## config.mk

```make
export PLATFORM = sky130hd
export DESIGN_NAME = md5_block_compress
export DESIGN_NICKNAME = d
export VERILOG_FILES = /design/src/design/md5bc_pkg.sv /design/src/design/md5_block_compress.sv /design/src/design/md5bc_round.sv
export SDC_FILE = /design/constraint.sdc
export NUM_CORES = 2
export LEC_CHECK = 0
export ABC_AREA = 1
export BUFFER_PORTS_ARGS = -buffer_cell sky130_fd_sc_hd__buf_2
export CAP_MARGIN = 20
export CELL_PAD_IN_SITES_DETAIL_PLACEMENT = 0
export CELL_PAD_IN_SITES_GLOBAL_PLACEMENT = 2
export CORE_ASPECT_RATIO = 0.8
export CORE_MARGIN = 2
export CORE_UTILIZATION = 39
export DETAILED_ROUTE_END_ITERATION = 10
export PLACE_DENSITY = 0.81
export SKIP_LAST_GASP = 1
export SYNTH_ARGS = -nofsm -noshare
export SYNTH_HDL_FRONTEND = slang
export SYNTH_SLANG_ARGS = --single-unit
```

## constraint.sdc

```tcl
create_clock -name clk -period 10.65 [get_ports clk]
set_clock_uncertainty 0.05 [all_clocks]
set_input_delay 1.5975 -clock clk [delete_from_list [all_inputs] [get_ports clk]]
set_output_delay 1.5975 -clock clk [all_outputs]
set_load 0.03 [all_outputs]
```

## src/design/md5bc_pkg.sv

```systemverilog
// Shared constants, tables and helpers for the MD5 block compression core.
package md5bc_pkg;

  localparam int unsigned WordW   = 32;
  localparam int unsigned Rounds  = 64;
  localparam int unsigned BufWords = 16;

  typedef logic [WordW-1:0] word_t;
  typedef logic [5:0]       round_t;
  typedef logic [3:0]       widx_t;
  typedef logic [4:0]       rot_t;

  // Standard initial chaining value
  localparam word_t InitA = 32'h67452301;
  localparam word_t InitB = 32'hefcdab89;
  localparam word_t InitC = 32'h98badcfe;
  localparam word_t InitD = 32'h10325476;

  // Round group codes
  localparam logic [1:0] GrpF = 2'd0;
  localparam logic [1:0] GrpG = 2'd1;
  localparam logic [1:0] GrpH = 2'd2;
  localparam logic [1:0] GrpI = 2'd3;

  // Additive constant for each round
  function automatic word_t round_k(input round_t r);
    word_t k;
    case (r)
      6'd0:  k = 32'hd76aa478;  6'd1:  k = 32'he8c7b756;
      6'd2:  k = 32'h242070db;  6'd3:  k = 32'hc1bdceee;
      6'd4:  k = 32'hf57c0faf;  6'd5:  k = 32'h4787c62a;
      6'd6:  k = 32'ha8304613;  6'd7:  k = 32'hfd469501;
      6'd8:  k = 32'h698098d8;  6'd9:  k = 32'h8b44f7af;
      6'd10: k = 32'hffff5bb1;  6'd11: k = 32'h895cd7be;
      6'd12: k = 32'h6b901122;  6'd13: k = 32'hfd987193;
      6'd14: k = 32'ha679438e;  6'd15: k = 32'h49b40821;
      6'd16: k = 32'hf61e2562;  6'd17: k = 32'hc040b340;
      6'd18: k = 32'h265e5a51;  6'd19: k = 32'he9b6c7aa;
      6'd20: k = 32'hd62f105d;  6'd21: k = 32'h02441453;
      6'd22: k = 32'hd8a1e681;  6'd23: k = 32'he7d3fbc8;
      6'd24: k = 32'h21e1cde6;  6'd25: k = 32'hc33707d6;
      6'd26: k = 32'hf4d50d87;  6'd27: k = 32'h455a14ed;
      6'd28: k = 32'ha9e3e905;  6'd29: k = 32'hfcefa3f8;
      6'd30: k = 32'h676f02d9;  6'd31: k = 32'h8d2a4c8a;
      6'd32: k = 32'hfffa3942;  6'd33: k = 32'h8771f681;
      6'd34: k = 32'h6d9d6122;  6'd35: k = 32'hfde5380c;
      6'd36: k = 32'ha4beea44;  6'd37: k = 32'h4bdecfa9;
      6'd38: k = 32'hf6bb4b60;  6'd39: k = 32'hbebfbc70;
      6'd40: k = 32'h289b7ec6;  6'd41: k = 32'heaa127fa;
      6'd42: k = 32'hd4ef3085;  6'd43: k = 32'h04881d05;
      6'd44: k = 32'hd9d4d039;  6'd45: k = 32'he6db99e5;
      6'd46: k = 32'h1fa27cf8;  6'd47: k = 32'hc4ac5665;
      6'd48: k = 32'hf4292244;  6'd49: k = 32'h432aff97;
      6'd50: k = 32'hab9423a7;  6'd51: k = 32'hfc93a039;
      6'd52: k = 32'h655b59c3;  6'd53: k = 32'h8f0ccc92;
      6'd54: k = 32'hffeff47d;  6'd55: k = 32'h85845dd1;
      6'd56: k = 32'h6fa87e4f;  6'd57: k = 32'hfe2ce6e0;
      6'd58: k = 32'ha3014314;  6'd59: k = 32'h4e0811a1;
      6'd60: k = 32'hf7537e82;  6'd61: k = 32'hbd3af235;
      6'd62: k = 32'h2ad7d2bb;  default: k = 32'heb86d391;
    endcase
    return k;
  endfunction

  // Left-rotate amount, four per round group
  function automatic rot_t round_rot(input round_t r);
    rot_t s;
    case ({r[5:4], r[1:0]})
      4'd0:  s = 5'd7;   4'd1:  s = 5'd12;  4'd2:  s = 5'd17;  4'd3:  s = 5'd22;
      4'd4:  s = 5'd5;   4'd5:  s = 5'd9;   4'd6:  s = 5'd14;  4'd7:  s = 5'd20;
      4'd8:  s = 5'd4;   4'd9:  s = 5'd11;  4'd10: s = 5'd16;  4'd11: s = 5'd23;
      4'd12: s = 5'd6;   4'd13: s = 5'd10;  4'd14: s = 5'd15;  default: s = 5'd21;
    endcase
    return s;
  endfunction

  // Message word schedule: index into the block buffer, mod 16
  function automatic widx_t round_widx(input round_t r);
    widx_t lo;
    widx_t idx;
    lo = r[3:0];
    case (r[5:4])
      GrpF:    idx = lo;
      GrpG:    idx = widx_t'({lo, 2'b00} + lo + 4'd1);
      GrpH:    idx = widx_t'({lo, 1'b0} + lo + 4'd5);
      default: idx = widx_t'({lo, 3'b000} - lo);
    endcase
    return idx;
  endfunction

endpackage

```

## src/design/md5_block_compress.sv

```systemverilog
// Top level of the MD5 block compression core: word buffer, round sequencer, chaining value.
//
// Each transfer on start/busy brings one 32-bit little-endian message word; the host has
// already padded the message. Words 0 to 14 of a block are taken one per cycle. After the
// 16th word busy rises while a single shared round unit runs the 64 MD5 steps, one per
// cycle, then the fold state adds the result of the 512-bit block into the chaining value.
// done is high for exactly one cycle with the new chaining value on hash_a to hash_d; the
// receiver cannot hold it off, and the values stay on the ports until the next block
// completes or a first word with new_message reloads the initial value, which then shows
// on the ports from the following cycle. new_message on a block's first word reloads the
// standard initial value.
module md5_block_compress (
  input  logic                 clk,
  input  logic                 rst,
  input  logic                 start,
  output logic                 busy,
  input  md5bc_pkg::word_t     msg_word,
  input  logic                 new_message,
  output logic                 done,
  output md5bc_pkg::word_t     hash_a,
  output md5bc_pkg::word_t     hash_b,
  output md5bc_pkg::word_t     hash_c,
  output md5bc_pkg::word_t     hash_d
);

  typedef enum logic [1:0] {
    S_LOAD,
    S_RUN,
    S_FOLD
  } state_t;

  state_t            state;
  md5bc_pkg::widx_t  word_count;
  md5bc_pkg::round_t rnd;
  md5bc_pkg::word_t  block_buf [md5bc_pkg::BufWords];
  md5bc_pkg::word_t  chain [4];
  md5bc_pkg::word_t  a, b, c, d;
  md5bc_pkg::word_t  b_new;
  md5bc_pkg::word_t  m_word;
  logic              accept;
  logic              reload;

  assign accept = start && (state == S_LOAD);
  assign reload = accept && (word_count == '0) && new_message;
  assign busy   = (state != S_LOAD);
  assign m_word = block_buf[md5bc_pkg::round_widx(rnd)];

  assign hash_a = chain[0];
  assign hash_b = chain[1];
  assign hash_c = chain[2];
  assign hash_d = chain[3];

  md5bc_round u_round (
    .a     (a),
    .b     (b),
    .c     (c),
    .d     (d),
    .m     (m_word),
    .rnd   (rnd),
    .b_new (b_new)
  );

  // Store each transferred word in the block buffer
  always_ff @(posedge clk) begin
    if (accept) begin
      block_buf[word_count] <= msg_word;
    end
  end

  // Sequencer, working registers and chaining value
  always_ff @(posedge clk) begin
    if (rst) begin
      state      <= S_LOAD;
      word_count <= '0;
      rnd        <= '0;
      done       <= 1'b0;
      chain[0]   <= md5bc_pkg::InitA;
      chain[1]   <= md5bc_pkg::InitB;
      chain[2]   <= md5bc_pkg::InitC;
      chain[3]   <= md5bc_pkg::InitD;
    end else begin
      done <= (state == S_FOLD);
      case (state)
        S_LOAD: begin
          if (accept) begin
            word_count <= word_count + 4'd1;
            if (reload) begin
              chain[0] <= md5bc_pkg::InitA;
              chain[1] <= md5bc_pkg::InitB;
              chain[2] <= md5bc_pkg::InitC;
              chain[3] <= md5bc_pkg::InitD;
            end
            // Last word of the block: start the rounds
            if (word_count == 4'd15) begin
              state <= S_RUN;
              rnd   <= '0;
            end
          end
        end
        S_RUN: begin
          rnd <= rnd + 6'd1;
          if (rnd == 6'(md5bc_pkg::Rounds - 1)) begin
            state <= S_FOLD;
          end
        end
        S_FOLD: begin
          chain[0] <= chain[0] + a;
          chain[1] <= chain[1] + b;
          chain[2] <= chain[2] + c;
          chain[3] <= chain[3] + d;
          state    <= S_LOAD;
        end
        default: begin
          state <= S_LOAD;
        end
      endcase
    end
  end

  // Working variables: load from the chaining value, then rotate through the rounds
  always_ff @(posedge clk) begin
    if (state == S_LOAD) begin
      if (reload) begin
        a <= md5bc_pkg::InitA;
        b <= md5bc_pkg::InitB;
        c <= md5bc_pkg::InitC;
        d <= md5bc_pkg::InitD;
      end else begin
        a <= chain[0];
        b <= chain[1];
        c <= chain[2];
        d <= chain[3];
      end
    end else if (state == S_RUN) begin
      a <= d;
      b <= b_new;
      c <= b;
      d <= c;
    end
  end

endmodule

```

## src/design/md5bc_round.sv

```systemverilog
// One MD5 step: round function, constant and message add, rotate, add to B.
module md5bc_round (
  input  md5bc_pkg::word_t  a,
  input  md5bc_pkg::word_t  b,
  input  md5bc_pkg::word_t  c,
  input  md5bc_pkg::word_t  d,
  input  md5bc_pkg::word_t  m,
  input  md5bc_pkg::round_t rnd,
  output md5bc_pkg::word_t  b_new
);

  md5bc_pkg::word_t f;
  md5bc_pkg::word_t sum;
  md5bc_pkg::word_t rot;
  md5bc_pkg::rot_t  sh;

  // Select the boolean function for this round group
  always_comb begin
    case (rnd[5:4])
      md5bc_pkg::GrpF: f = (b & c) | (~b & d);
      md5bc_pkg::GrpG: f = (d & b) | (~d & c);
      md5bc_pkg::GrpH: f = b ^ c ^ d;
      default:         f = c ^ (b | ~d);
    endcase
  end

  // Sum, rotate left, add B
  always_comb begin
    sh    = md5bc_pkg::round_rot(rnd);
    sum   = a + f + md5bc_pkg::round_k(rnd) + m;
    rot   = (sum << sh) | (sum >> (6'd32 - {1'b0, sh}));
    b_new = b + rot;
  end

endmodule

```

==> impl_metrics.ini <==
[detailed_routing]
drtAntennaViolNets = 0
drt_iter0_drc = 5297
drtPass1Iterations = 6
vias = 45586
drc = 0
drt_wl_total_um = 205000
via_per_inst = 5.80
wl_per_cell_um = 26.1

[critical_path]
rrSetupSlack_ns = 0.77
slowest_delay_ns = 0.63
arrival_ns = 10.28
r2r-start = rnd[1]
rr_worst_depth = 51
startpoint_type = flop
path_class = flop to flop
critPathCaptureType = flop
cpMaxStageDelayCell = o21ai_0
cp.required_ns = 11.04
cpMostUsedCell = nand2_1
reg2reg_to = b[31]
worst-path-max-fanout = 33

[logic_synthesis]
synth_top_family_by_area = simple AND/OR/NAND/NOR gates
synth-seq-area-share_pct = 46.6
synth_cell_types = 66
synthMuxAreaShare_pct = 0.0197
synth-edff-count = 736
async_reset_ff_share_pct = 0
yosysWarnings = 0
synth_ff_type = edfxtp_1
synth_fp_nets = 6304
synth-compound-area-share_pct = 16.2
synthXorXnorAreaFrac_pct = 0.892
synth-adder-area-share_pct = 7.96
yosys-top-cells-area = edfxtp_1 43%, nand3_1 8.7%, nand2_1 8.5%
synth_top_area_cell = edfxtp_1
synth_top_area_share_pct = 43.4
yosys_register_bits = 818
syn_inst = 5985
avgSynthCellArea_um2 = 8.51
synthSimpleGateAreaFrac_pct = 21.5
synth_area_um2 = 50900

[cts]
clock-sinks = 818
cts_tree = done
cts_setup_buffers = 0
clk_pin_slew_ns = 0.06
root_buffer = clkbuf_16
clock_path_buffers = 3
ctsHtreeMaxLevel = 3
cts_buffers = 88
clock_latency_ns = 0.74

[floorplan]
die-area_um2 = 133000
num_io_pins = 166
coreArea_um2 = 129000
initial_core_util_pct = 39.3
std_cell_rows = 118
fp.dieW_um = 408
die_y_um = 327

[min_path]
min_to = chain[2][25]
hp-class = flop to flop
min_from = chain[2][25]
hold_depth = 2

[timing]
finalWorstSetupSlack_ns = 0.767
rsz0062_at_grt = no
clock.fmax_mhz = 101
fin_crit_sh_pct = 92.8
setup_violations = 0
finalMaxSlewViolations = 0
fin_crit_ns = 9.88
worst_slew_pin_slew_ns = 1.22
setup_tns_ns = 0
hold_viol = 0
slew_headroom_pct = 18.1

[finish]
syn_to_final_growth_pct = 11.3
seqCellArea_um2 = 23700
n_fill_cell = 12901
nets = 6365
drive_above_1_share_pct = 8.19
mostFrequentLayoutCells = 1,146 x nand2_1, 883 x nand3_1, 736 x edfxtp_1
final_common_cell = nand2_1
multi_input_area_um2 = 23900

[global_route]
gr-total-overflow = 0
grt_pass1_vias = 42270
antenna_found_initial = 16
grt_pass1_wl_um = 296000
groute.usage.overall_pct = 30.0
grt_start_max_net_pins = 151

[power]
leakagePower_nw = 22.0
power.density_nw_per_um2 = 152
power_mw = 8.62
peakVddDrop_mv = 0.131

[place]
dp_hpwl_um = 146000
place_congestion = 0.985
pre_cts_ws_ns = 0.789
numPortBuffers = 165

[run_status]
status = finished clean

[run]
drv_cap = 0
[logic make-up (layout without fill, tap and decap cells)]
group,count (synthesis),in the layout
XOR/XNOR,51,51
other,0,1
flip-flops,818,818
multiplexers,1,1
buffers and inverters,907,1040
AND/OR/NAND/NOR,2515,2515
AO/OA/AOI/OAI,1410,1410
adder cells (fa/ha/maj),283,283
[through the flow]
step	utilization [%]	std cells	hold WS, ns	instance area [um^2]
final	43.8	7859	0.468	56700
after floorplan	-	5985	0.451	50900
after global routing	43.8	7858	0.493	56700
after global placement	41.6	7695	0.462	53800
after CTS	43.8	7857	0.477	56700
after detailed placement	41.6	7695	0.463	53800
[registers in the layout, summed over array words and instances (netlist names), named ones only]
signal,flops
word_count,4
c,32
a,32
b,32
block_buf,512
rnd,6
state,2
d,32
u_round.sh,5
done,1
chain,128
[worst max-delay path, delay by kind of cell, from the launching register on]
kind	cells	cell delay, ns
flip-flops	1	0.42
buffers and inverters	9	1.22
adder cells (fa/ha/maj)	6	2.77
XOR/XNOR	1	0.18
AO/OA/AOI/OAI	8	1.79
AND/OR/NAND/NOR	27	3.18
[worst max-delay path by stage]
stage / start / to
finish: rnd[1] / b[31]
global route: rnd[1] / b[31]
CTS: rnd[0] / b[22]
detailed placement: rnd[0] / b[22]
global placement: rnd[0] / b[22]
floorplan: rnd[0] / b[22]
[where the power goes]
group | switching, mW | internal (mW)
Sequential | 0.0503 | 3.54
Clock | 1.40 | 1.66
Combinational | 1.38 | 0.589
Total | 2.83 | 5.79
[area by class of cell]
type / count / area share, %
Clock buffer: 104 / 3.99
Clock inverter: 58 / 0.991
Multi-Input combinational cell: 4260 / 42.2
Inverter: 624 / 4.15
Tap cell: 1740 / 3.84
Timing Repair Buffer: 254 / 2.90
Sequential cell: 818 / 41.9
Antenna cell: 1 / 0.00441
[Yosys cell counts, drive strengths merged, types with 18 or more instances]
library cell / n
ha: 215
nand3: 885
nand4: 27
nor2: 339
nand2: 1157
a31oi: 41
o21ai: 490
buf: 66
xnor2: 19
edfxtp: 736
inv: 622
o22ai: 28
a21oi: 506
o221ai: 23
o211ai: 92
nor3: 53
clkbuf: 217
a21o: 18
a32o: 64
xor2: 32
or2: 29
dfxtp: 82
o21a: 29
fa: 68
o31ai: 40
[metal layers]
layer	vias to the layer above	GRT usage [%]	wire, um
met2	1970	42.1	83800
met4	4	5.87	3690
met5	-	0	23
met1	22176	46.9	98300
li1	21241	-	-
met3	195	6.38	19400
[timing repair]
| item | 4_1_cts | 5_1_grt |
|---|---|---|
| gates resized for setup | 0 | 3 |
| endpoints found under the setup margin | 0 | 6 |
| hold buffers | 0 | 0 |
Power figures use the tool's default switching activity.
